--- src/utf8s_pkg.sv ---
`timescale 1ns / 1ps
// ----------------------------------------------------------------------------
// utf8s_pkg
// Shared types, constants and byte classifiers for the UTF-8 text sanitizer.
// ----------------------------------------------------------------------------
package utf8s_pkg;

  // Most results a single input request can produce.
  localparam int unsigned MaxRes = 3;
  // Default depth of the result queue.
  localparam int unsigned FifoDepthDef = 8;

  localparam logic [7:0] ReplByte  = 8'hBF;
  localparam logic [7:0] LeadE2    = 8'hE2;
  localparam logic [7:0] Cont80    = 8'h80;
  localparam logic [7:0] LeadC2    = 8'hC2;
  localparam logic [7:0] NbspA0    = 8'hA0;
  localparam logic [7:0] SpaceChr  = 8'h20;
  localparam logic [7:0] ApostChr  = 8'h27;
  localparam logic [7:0] DquoteChr = 8'h22;
  localparam logic [7:0] DashChr   = 8'h2D;
  localparam logic [7:0] LsquoB    = 8'h98;
  localparam logic [7:0] RsquoB    = 8'h99;
  localparam logic [7:0] LdquoB    = 8'h9C;
  localparam logic [7:0] RdquoB    = 8'h9D;
  localparam logic [7:0] EndashB   = 8'h93;
  localparam logic [7:0] EmdashB   = 8'h94;
  localparam logic [7:0] Lead5Mask = 8'hF8;

  typedef struct packed {
    logic [7:0] in_byte;
    logic       end_of_text;
  } in_item_t;

  typedef struct packed {
    logic [7:0] out_byte;
    logic       byte_valid;
    logic       end_of_output;
  } out_item_t;

  // Results of one decode step, written into the result queue together.
  typedef struct packed {
    logic [1:0]                cnt;
    out_item_t [MaxRes-1:0]    items;
  } push_t;

  function automatic logic ascii_ok(input logic [7:0] c);
    logic ok;
    case (c) inside
      [8'h30:8'h39], [8'h41:8'h5A], [8'h61:8'h7A],
      8'h2E, 8'h2C, 8'h21, 8'h3F, 8'h3B, 8'h3A, 8'h2D, 8'h5F, 8'h28, 8'h29,
      8'h5B, 8'h5D, 8'h7B, 8'h7D, 8'h27, 8'h22, 8'h40, 8'h23, 8'h24, 8'h2F,
      8'h5C, 8'h26, 8'h2B, 8'h3D, 8'h25, 8'h7E, 8'h5E, 8'h20: ok = 1'b1;
      default: ok = 1'b0;
    endcase
    return ok;
  endfunction

  // Sequence length announced by a lead byte; stray bytes count as one.
  function automatic logic [2:0] lead_len(input logic [7:0] b);
    logic [2:0] len;
    if (!b[7]) begin
      len = 3'd1;
    end else if ((b & 8'hE0) == 8'hC0) begin
      len = 3'd2;
    end else if ((b & 8'hF0) == 8'hE0) begin
      len = 3'd3;
    end else if ((b & Lead5Mask) == 8'hF0) begin
      len = 3'd4;
    end else begin
      len = 3'd1;
    end
    return len;
  endfunction

  // Third byte of an E2 80 xx punctuation sequence to its ASCII stand-in.
  function automatic logic [7:0] smart_map(input logic [7:0] b);
    logic [7:0] m;
    case (b)
      LsquoB, RsquoB:   m = ApostChr;
      LdquoB, RdquoB:   m = DquoteChr;
      EndashB, EmdashB: m = DashChr;
      default:          m = 8'h00;
    endcase
    return m;
  endfunction

endpackage

--- src/utf8s_decoder.sv ---
`timescale 1ns / 1ps
// ----------------------------------------------------------------------------
// utf8s_decoder
// Lookahead window, skip counter and replacement-run state; decodes one
// registered byte per cycle into zero to three results.
// ----------------------------------------------------------------------------
module utf8s_decoder (
  input  logic               clk_i,
  input  logic               rst_ni,
  input  logic               valid_i,
  input  utf8s_pkg::in_item_t item_i,
  output utf8s_pkg::push_t   push_o,
  output logic               clear_o
);
  import utf8s_pkg::*;

  logic [7:0] hold_q [2];
  logic [7:0] hold_d [2];
  logic [1:0] hcnt_q, hcnt_d;
  logic [1:0] skip_q, skip_d;
  logic       run_q, run_d;

  logic       fin;
  logic [7:0] q [5];
  logic [2:0] n;
  logic [1:0] hc;
  logic [2:0] i;
  logic       stop, parked, fallthru, run_w;
  logic [1:0] k;
  out_item_t [MaxRes-1:0] res;
  logic [7:0] b0, m;
  logic [2:0] rem, len, left;
  logic [7:0] dh0, dh1;
  logic [1:0] dcnt, dskip;
  logic       use_drain;
  push_t      push;

  assign fin = item_i.end_of_text;

  // Window walk over held bytes plus the new one: at most three units.
  always_comb begin
    hc = (hcnt_q > 2'd2) ? 2'd2 : hcnt_q;
    for (int e = 0; e < 5; e++) begin
      q[e] = 8'h00;
    end
    case (hc)
      2'd0: begin
        q[0] = item_i.in_byte;
      end
      2'd1: begin
        q[0] = hold_q[0];
        q[1] = item_i.in_byte;
      end
      default: begin
        q[0] = hold_q[0];
        q[1] = hold_q[1];
        q[2] = item_i.in_byte;
      end
    endcase
    n        = {1'b0, hc} + 3'd1;
    i        = 3'd0;
    stop     = 1'b0;
    parked   = 1'b0;
    fallthru = 1'b0;
    run_w    = run_q;
    k        = 2'd0;
    res      = '0;
    b0       = 8'h00;
    m        = 8'h00;
    rem      = 3'd0;
    len      = 3'd0;
    dskip    = 2'd0;
    for (int it = 0; it < MaxRes; it++) begin
      if (!stop && (i < n)) begin
        b0       = q[i];
        rem      = n - i;
        fallthru = 1'b1;
        if (!b0[7]) begin
          fallthru = 1'b0;
          if (ascii_ok(b0)) begin
            res[k] = '{out_byte: b0, byte_valid: 1'b1, end_of_output: 1'b0};
            k      = k + 2'd1;
            run_w  = 1'b0;
          end else if (!run_w) begin
            res[k] = '{out_byte: ReplByte, byte_valid: 1'b1, end_of_output: 1'b0};
            k      = k + 2'd1;
            run_w  = 1'b1;
          end
          i = i + 3'd1;
        end else if (b0 == LeadE2) begin
          if (rem >= 3'd3) begin
            m = smart_map(q[i + 3'd2]);
            if ((q[i + 3'd1] == Cont80) && (m != 8'h00)) begin
              res[k]   = '{out_byte: m, byte_valid: 1'b1, end_of_output: 1'b0};
              k        = k + 2'd1;
              run_w    = 1'b0;
              i        = i + 3'd3;
              fallthru = 1'b0;
            end
          end else if (!fin && ((rem == 3'd1) || (q[i + 3'd1] == Cont80))) begin
            // Could still become a smart quote: wait for more bytes.
            stop     = 1'b1;
            fallthru = 1'b0;
          end
        end else if (b0 == LeadC2) begin
          if (rem >= 3'd2) begin
            if (q[i + 3'd1] == NbspA0) begin
              res[k]   = '{out_byte: SpaceChr, byte_valid: 1'b1, end_of_output: 1'b0};
              k        = k + 2'd1;
              run_w    = 1'b0;
              i        = i + 3'd2;
              fallthru = 1'b0;
            end
          end else if (!fin) begin
            stop     = 1'b1;
            fallthru = 1'b0;
          end
        end
        if (fallthru) begin
          len = lead_len(b0);
          if (!run_w) begin
            res[k] = '{out_byte: ReplByte, byte_valid: 1'b1, end_of_output: 1'b0};
            k      = k + 2'd1;
            run_w  = 1'b1;
          end
          if (len <= rem) begin
            i = i + len;
          end else if (fin) begin
            i = i + 3'd1;
          end else begin
            // The sequence runs into bytes not yet seen; keep skipping them.
            stop   = 1'b1;
            parked = 1'b1;
            dskip  = 2'(len - rem);
          end
        end
      end
    end
    if (parked) begin
      dh0  = q[i + 3'd1];
      dh1  = q[i + 3'd2];
      left = n - i - 3'd1;
    end else begin
      dh0  = q[i];
      dh1  = q[i + 3'd1];
      left = n - i;
    end
    dcnt = (left > 3'd2) ? 2'd2 : left[1:0];
  end

  always_comb begin
    hold_d     = hold_q;
    hcnt_d     = hcnt_q;
    skip_d     = skip_q;
    run_d      = run_q;
    use_drain  = 1'b0;
    push.cnt   = 2'd0;
    push.items = '0;
    if (skip_q != 2'd0) begin
      if (skip_q == 2'd1) begin
        hcnt_d = 2'd0;
        skip_d = 2'd0;
      end else if (!fin) begin
        if (hc < 2'd2) begin
          hold_d[hc[0]] = item_i.in_byte;
          hcnt_d        = hc + 2'd1;
        end else begin
          hcnt_d = hc;
        end
        skip_d = skip_q - 2'd1;
      end else begin
        // Text ended inside a skipped sequence: decode the tail afresh.
        use_drain = 1'b1;
      end
    end else begin
      use_drain = 1'b1;
    end
    if (use_drain) begin
      hold_d[0]  = dh0;
      hold_d[1]  = dh1;
      hcnt_d     = dcnt;
      skip_d     = dskip;
      run_d      = run_w;
      push.cnt   = k;
      push.items = res;
    end
    if (fin) begin
      if (push.cnt == 2'd0) begin
        push.items[0] = '{out_byte: 8'h00, byte_valid: 1'b0, end_of_output: 1'b1};
        push.cnt      = 2'd1;
      end else begin
        push.items[push.cnt - 2'd1].end_of_output = 1'b1;
      end
      hcnt_d = 2'd0;
      skip_d = 2'd0;
      run_d  = 1'b0;
    end
    if (!valid_i) begin
      push.cnt = 2'd0;
    end
  end

  always_ff @(posedge clk_i or negedge rst_ni) begin
    if (!rst_ni) begin
      hcnt_q <= 2'd0;
      skip_q <= 2'd0;
      run_q  <= 1'b0;
    end else if (valid_i) begin
      hcnt_q <= hcnt_d;
      skip_q <= skip_d;
      run_q  <= run_d;
    end
  end

  always_ff @(posedge clk_i) begin
    if (valid_i) begin
      hold_q <= hold_d;
    end
  end

  assign push_o  = push;
  assign clear_o = (hcnt_q == 2'd0) && (skip_q == 2'd0) && !run_q;

endmodule

--- src/utf8s_res_fifo.sv ---
`timescale 1ns / 1ps
// ----------------------------------------------------------------------------
// utf8s_res_fifo
// Result queue: takes up to three results per cycle, gives one per cycle.
// ----------------------------------------------------------------------------
module utf8s_res_fifo #(
  parameter int unsigned Depth = utf8s_pkg::FifoDepthDef
) (
  input  logic                         clk_i,
  input  logic                         rst_ni,
  input  utf8s_pkg::push_t             push_i,
  input  logic                         pop_i,
  output utf8s_pkg::out_item_t         head_o,
  output logic [$clog2(Depth+1)-1:0]   count_o
);
  import utf8s_pkg::*;

  localparam int unsigned PtrW = $clog2(Depth);
  localparam int unsigned CntW = $clog2(Depth + 1);

  out_item_t         mem_q [Depth];
  logic [PtrW-1:0]   wr_ptr_q, wr_ptr_d;
  logic [PtrW-1:0]   rd_ptr_q, rd_ptr_d;
  logic [CntW-1:0]   count_q, count_d;
  logic [PtrW-1:0]   widx [MaxRes];

  // Pointer advance with wrap; the step is always below the depth.
  function automatic logic [PtrW-1:0] wrap_add(input logic [PtrW-1:0] p,
                                               input logic [1:0] inc);
    logic [PtrW:0] s;
    s = {1'b0, p} + (PtrW + 1)'(inc);
    if (s >= (PtrW + 1)'(Depth)) begin
      s = s - (PtrW + 1)'(Depth);
    end
    return s[PtrW-1:0];
  endfunction

  always_comb begin
    for (int j = 0; j < MaxRes; j++) begin
      widx[j] = wrap_add(wr_ptr_q, 2'(j));
    end
    wr_ptr_d = wrap_add(wr_ptr_q, push_i.cnt);
    rd_ptr_d = pop_i ? wrap_add(rd_ptr_q, 2'd1) : rd_ptr_q;
    count_d  = count_q + CntW'(push_i.cnt) - CntW'(pop_i);
  end

  always_ff @(posedge clk_i or negedge rst_ni) begin
    if (!rst_ni) begin
      wr_ptr_q <= '0;
      rd_ptr_q <= '0;
      count_q  <= '0;
    end else begin
      wr_ptr_q <= wr_ptr_d;
      rd_ptr_q <= rd_ptr_d;
      count_q  <= count_d;
    end
  end

  always_ff @(posedge clk_i) begin
    for (int j = 0; j < MaxRes; j++) begin
      if (2'(j) < push_i.cnt) begin
        mem_q[widx[j]] <= push_i.items[j];
      end
    end
  end

  assign head_o  = mem_q[rd_ptr_q];
  assign count_o = count_q;

endmodule

--- src/utf8_text_sanitizer_top.sv ---
`timescale 1ns / 1ps
// ----------------------------------------------------------------------------
// utf8_text_sanitizer_top
// Streaming text cleaner: passes plain ASCII, maps UTF-8 smart quotes, dashes
// and no-break space to ASCII, and folds runs of rejected units into 0xBF.
//
//   Channel  Direction  Handshake                  Payload
//   in       input      in_valid_i / in_ready_o    in_item_i  (in_byte, end_of_text)
//   out      output     out_valid_o / out_ready_i  out_item_o (out_byte, byte_valid,
//                                                             end_of_output)
//
// One byte request is taken per cycle while in_ready_o is high; it is decoded
// the cycle after it is taken, and its results pass through the result queue.
// The decode loop (window state fed back from its own registers) sets the rate.
// Results wait in a FifoDepth-entry queue; in_ready_o stays high while the
// queue has room for the results of the staged and the new request.
// Reset clears the window, skip and run state and empties the queue.
// FifoDepth must be at least 7 for one request per cycle.
// ----------------------------------------------------------------------------
module utf8_text_sanitizer_top #(
  parameter int unsigned FifoDepth = utf8s_pkg::FifoDepthDef
) (
  input  logic                 clk_i,
  input  logic                 rst_ni,
  input  logic                 in_valid_i,
  output logic                 in_ready_o,
  input  utf8s_pkg::in_item_t  in_item_i,
  output logic                 out_valid_o,
  input  logic                 out_ready_i,
  output utf8s_pkg::out_item_t out_item_o
);
  import utf8s_pkg::*;

  localparam int unsigned CntW = $clog2(FifoDepth + 1);
  localparam int unsigned SumW = $clog2(FifoDepth + 2 * MaxRes + 1);

  logic             stage_valid_q;
  in_item_t         stage_item_q;
  push_t            push;
  logic             dec_clear;
  logic [CntW-1:0]  fifo_count;
  logic [SumW-1:0]  need;
  logic             in_accept;
  logic             pop;

  // Room check uses only registered state, so ready never waits on valid.
  assign need       = SumW'(fifo_count) + (stage_valid_q ? SumW'(MaxRes) : SumW'(0))
                      + SumW'(MaxRes);
  assign in_ready_o = (need <= SumW'(FifoDepth));
  assign in_accept  = in_valid_i && in_ready_o;

  always_ff @(posedge clk_i or negedge rst_ni) begin
    if (!rst_ni) begin
      stage_valid_q <= 1'b0;
    end else begin
      stage_valid_q <= in_accept;
    end
  end

  always_ff @(posedge clk_i) begin
    if (in_accept) begin
      stage_item_q <= in_item_i;
    end
  end

  utf8s_decoder u_decoder (
    .clk_i   (clk_i),
    .rst_ni  (rst_ni),
    .valid_i (stage_valid_q),
    .item_i  (stage_item_q),
    .push_o  (push),
    .clear_o (dec_clear)
  );

  utf8s_res_fifo #(
    .Depth (FifoDepth)
  ) u_res_fifo (
    .clk_i   (clk_i),
    .rst_ni  (rst_ni),
    .push_i  (push),
    .pop_i   (pop),
    .head_o  (out_item_o),
    .count_o (fifo_count)
  );

  assign out_valid_o = (fifo_count != '0);
  assign pop         = out_valid_o && out_ready_i;

  a_fifo_bound: assert property (@(posedge clk_i) disable iff (!rst_ni)
    fifo_count <= CntW'(FifoDepth))
    else $error("result queue overflow");

  a_idle_no_push: assert property (@(posedge clk_i) disable iff (!rst_ni)
    !stage_valid_q |-> push.cnt == 2'd0)
    else $error("results pushed without a staged request");

  a_eot_result: assert property (@(posedge clk_i) disable iff (!rst_ni)
    (stage_valid_q && stage_item_q.end_of_text) |->
      (push.cnt != 2'd0) && push.items[push.cnt - 2'd1].end_of_output)
    else $error("end of text gave no closing result");

  a_eot_clear: assert property (@(posedge clk_i) disable iff (!rst_ni)
    (stage_valid_q && stage_item_q.end_of_text) |=> dec_clear)
    else $error("decoder state not cleared after end of text");

endmodule
--- config.mk ---
export PLATFORM = sky130hd
export DESIGN_NAME = utf8_text_sanitizer_top
export DESIGN_NICKNAME = d
export VERILOG_FILES = /design/src/utf8s_pkg.sv /design/src/utf8s_decoder.sv /design/src/utf8s_res_fifo.sv /design/src/utf8_text_sanitizer_top.sv
export SDC_FILE = /design/constraint.sdc
export NUM_CORES = 1
export LEC_CHECK = 0
export BUFFER_PORTS_ARGS = -buffer_cell sky130_fd_sc_hd__buf_2
export CORE_UTILIZATION = 40
export CTS_CLUSTER_SIZE = 14
export DETAILED_ROUTE_END_ITERATION = 8
export GPL_ROUTABILITY_DRIVEN = 0
export PLACE_DENSITY = 0.51
export REMOVE_ABC_BUFFERS = 1
export SKIP_LAST_GASP = 1
export SLEW_MARGIN = 20
export SYNTH_ARGS = -nofsm -noshare
export SYNTH_HDL_FRONTEND = slang
export SYNTH_SLANG_ARGS = --single-unit
--- constraint.sdc ---
create_clock -name clk_i -period 14.7 [get_ports clk_i]
set_input_delay 2.94 -clock clk_i [delete_from_list [all_inputs] [get_ports clk_i]]
set_output_delay 2.94 -clock clk_i [all_outputs]
set_load 0.005 [all_outputs]
==> flow_results.org <==
** Worst setup path
- Of all nets on the critical path, the largest fanout is 32.
- Cell occurring most often along the worst timing path :: nand2_1
- Arrival @ worst endpoint :: 13.98 ns
- Among all stages on the critical path, the largest delay is contributed by or4_1.
- Kind of critical path :: flip-flop to flip-flop
- Critical Path Source Type :: flip-flop
- STA puts the critical path data required time at about 15 ns.
- On the worst path, the slowest cell contributes a delay of about 0.73 ns.
- Nature of the critical path endpoint :: flip-flop

** Yosys
- Of all cell types, the one taking the most synthesized area is edfxtp_1.
- Share of synthesized cell area in full adder, half adder and majority cells :: 0.0605
- Multiplexer share of the synthesized area :: 0.0823
- By area, the combinational part of the netlist is dominated by compound AO/OA/AOI/OAI gates.
- Number of enable flip-flop cells after synthesis :: 105
- Dominant register cell in the synthesized netlist :: edfxtp_1
- After technology mapping, the gate count stands at between 1500 and 2000.
- Xor-xnor portion of the synthesized cell area :: 0.0132
- Yosys printed 0 warnings.
- Post-synthesis share of cell area spent on and, or, nand and nor gates :: 0.217
- In the post-synthesis netlist, the biggest area contributors are edfxtp_1 22%, nand2_1 5.3%, ha_1 4.8%, a21oi_1 4.2%, nor2_1 4.1%.
- Netlist Area Pre-Place :: roughly 15000 um^2
- Number of synthesized register bits :: around 120
- A synthesized cell averages 8.24 um^2.
- The share of synthesized area in the top cell type comes to 0.217.
- Share of the synthesized area in compound gates (AO/OA/AOI/OAI) :: 0.326
- Yosys mapped the design onto roughly 120 distinct sky130hd cell types.
- For this run, the register share of the synthesized area comes to 0.244.
- Of all flip-flops after synthesis, the portion carrying an async set or reset was 0.132.

** Routing
- Drt wl/cell :: roughly 27 um
- Vias per inst :: 6.88
- Via count :: 15300
- After detailed routing, the number of remaining DRC violations is 2.
- Wire length reported by the detailed router :: approximately 60000 um
- In this run the remaining antenna-violating nets after routing total 0.
- The detailed router finished its first iteration with around 2200 violations.
- Before antenna repair, the detailed router went through 8 iterations.

** Final layout
- From synthesis to final layout, the design area changed by 8.25%.
- Leaving out fill and tap cells, the most frequent cell in the layout is nand2_1.
- The top cell types in the final layout, fill and taps aside, are 204 x nand2_1, 159 x nor2_1, 121 x a21oi_1.
- Number of nets in the finished design :: 1824
- Filler cell count in the final layout :: ~3600
- The repair_antennas step left the layout with diodes totalling 0.
- In the final layout, the share of cells above drive strength 1 is 0.144.

** Die
- DIE AREA :: approximately 37000 um^2
- Horizontal die dimension :: between 150 and 200 um
- Measured along the y axis, the die boundary spans 193 um.
- In this run the standard cell core region covers around 36000 um^2.
- IO Count :: 25
- Rows :: a little under 70
- The initial utilization of the core area, before any placement, comes to 0.408.

** Placed design
- Quantity of I/O buffers inserted on ports :: 24
- Placed wire-length estimate after detailed placement :: 45400 um

** Timing
- Final max-slew violation count :: 0
- For the finished layout, the period the worst path requires is 13.88 ns.
- Unrepaired setup endpoints after global routing :: no
- Final worst clock skew :: roughly 0.015 ns
- Of the available clock period, the critical path in the final layout requires 0.944.
- Adding up every negative setup slack in the final design gives 0 ns.
- Maximum achievable frequency :: 72.1 MHz
- In this run the tightest slew margin relative to its limit is 0.222.
- For the pin with the worst max-slew slack, the measured transition is around 1.2 ns.
- Setup violations remaining at the end of the flow were counted as 0.
- Final Hold Vio Count :: 0

** Run status
- The final reports fail on design-rule violations.
- Result of the run :: complete, but fails checks

** Clock tree
- Number of buffers inserted during clock tree synthesis :: 17
- Clock root buffer master :: clkbuf_16
- Post-CTS setup-driven buffer insertion count :: 0
- For this design, the sink count on the clock tree is ~120.
- Clock H-tree levels :: 4
- Number of buffers between clock root and the deepest sink :: 2
- Clk Latency, worst-skew pair :: roughly 0.43 ns
- TritonCTS built the clock tree.
- Clock-pin slew reported for the worst setup and hold paths after clock tree synthesis :: 0.06 ns

** GRT
- The via count of the first global-routing pass is ~14000.
- Wire length of the first global-routing pass :: slightly below 90000 um
- GRT Total Usage :: 0.321
- Maximum number of pins on one net before global-route repair :: 36
- The number of antenna violations at the first check in global routing is 0.
- Overflow left after global routing :: 0

** Flow run
- Count of maximum capacitance violations :: 0

** Worst hold path
- Kind of path behind the tightest hold check :: flip-flop to flip-flop
[metrics by stage]
| stage | area [um^2] | worst slack (ns) | utilization | instances | hold WS, ns |
|---|---|---|---|---|---|
| final | 15800 | 0.822 | 0.442 | 2220 | 0.635 |
| after global routing | 15800 | 0.0102 | 0.442 | 2220 | 0.696 |
| after CTS | 15700 | 0.615 | 0.441 | 2220 | 0.639 |
| after detailed placement | 15100 | 0.687 | 0.425 | 2188 | 0.630 |
| after global placement | 15100 | 0.762 | 0.425 | 2188 | 0.622 |
| after floorplan | 14000 | 0.208 | - | 1653 | 0.563 |
[synthesized netlist by cell type, drive strengths merged (10+ instances only)]
| library cell | n |
|---|---|
| edfxtp | 105 |
| xnor2 | 13 |
| or2 | 10 |
| mux2i | 46 |
| o22ai | 30 |
| mux2 | 24 |
| a21oi | 127 |
| nor2 | 163 |
| a21boi | 11 |
| and2 | 24 |
| a21o | 18 |
| mux4 | 20 |
| ha | 56 |
| inv | 75 |
| a211o | 13 |
| o21ai | 138 |
| nand4 | 14 |
| nand2 | 209 |
| o21a | 11 |
| clkbuf | 68 |
| a32oi | 11 |
| o211ai | 26 |
| a211oi | 33 |
| dfrtp | 16 |
| a2bb2oi | 15 |
| a221o | 13 |
| nor2b | 11 |
| a31oi | 27 |
| and3 | 21 |
| nand2b | 15 |
| nand3 | 44 |
| buf | 46 |
| a22oi | 23 |
| nor4 | 17 |
| o41ai | 10 |
| nor3 | 43 |
| o31ai | 13 |
| o221ai | 36 |
[metal layers]
metal	global-route usage	wire, um	share of wire
met5	0	0	0
met4	0.0884	1590	0.027
met3	0.0673	6690	0.11
met2	0.447	24200	0.40
met1	0.487	27400	0.46
[kinds of logic (layout without fill, tap and decap cells)]
group                    count (synthesis)  after routing
buffers and inverters                  191            183
multiplexers                            90             90
AO/OA/AOI/OAI                          659            659
XOR/XNOR                                22             22
AND/OR/NAND/NOR                        616            616
other                                    2              3
flip-flops                             121            121
adder cells (fa/ha/maj)                 65             65
[critical path: cells and delay by family, from the launching register on]
family,cells,cell delay (ns)
flip-flops,1,0.59
AND/OR/NAND/NOR,17,4.22
XOR/XNOR,2,0.56
multiplexers,2,0.52
buffers and inverters,7,1.77
AO/OA/AOI/OAI,12,3.64
adder cells (fa/ha/maj),6,2.17
[registers in the layout (all words and copies together), names as in the netlist]
| register | count |
|---|---|
| stage_item_q | 9 |
| u_decoder.hcnt_q | 2 |
| u_decoder.skip_q | 2 |
| u_res_fifo.mem_q | 80 |
| u_res_fifo.count_o | 4 |
| stage_valid_q | 1 |
| u_decoder.run_q | 1 |
| u_res_fifo.wr_ptr_q | 3 |
| u_res_fifo.rd_ptr_q | 3 |
| u_decoder.hold_q | 16 |
[final timing paths]
| kind | startpoint | to | slack [ns] | cells past startpoint |
|---|---|---|---|---|
| max in group asynchronous | rst_ni | u_res_fifo.rd_ptr_q[1] | 11.71 | 1 |
| min in group asynchronous | rst_ni | u_res_fifo.rd_ptr_q[2] | 2.54 | 1 |
| worst min register to register | u_decoder.skip_q[1] | u_decoder.skip_q[1] | 0.63 | 2 |
| worst min-delay path | u_decoder.skip_q[1] | u_decoder.skip_q[1] | 0.63 | 2 |
| worst max register to register | u_decoder.hcnt_q[1] | u_res_fifo.mem_q[0][2] | 0.82 | 46 |
| worst max-delay path | u_decoder.hcnt_q[1] | u_res_fifo.mem_q[0][2] | 0.82 | 46 |
[final cells by class]
| class | instances | area, um^2 | area share |
|---|---|---|---|
| timing repair buffer | 74 | 495 | 0.0314 |
| inverter | 77 | 289 | 0.0183 |
| tap | 461 | 577 | 0.0366 |
| sequential | 121 | 3550 | 0.226 |
| clock buffer | 18 | 429 | 0.0272 |
| multi-input combinational | 1455 | 10300 | 0.651 |
| clock inverter | 14 | 148 | 0.00937 |
[what timing repair did]
action,CTS,global route
endpoints found under the setup margin,0,90
hold buffers,0,0
resized for setup,0,5
Power is not shown: default switching activity piles up to over one toggle a cycle in this logic, so the estimate is an artifact.
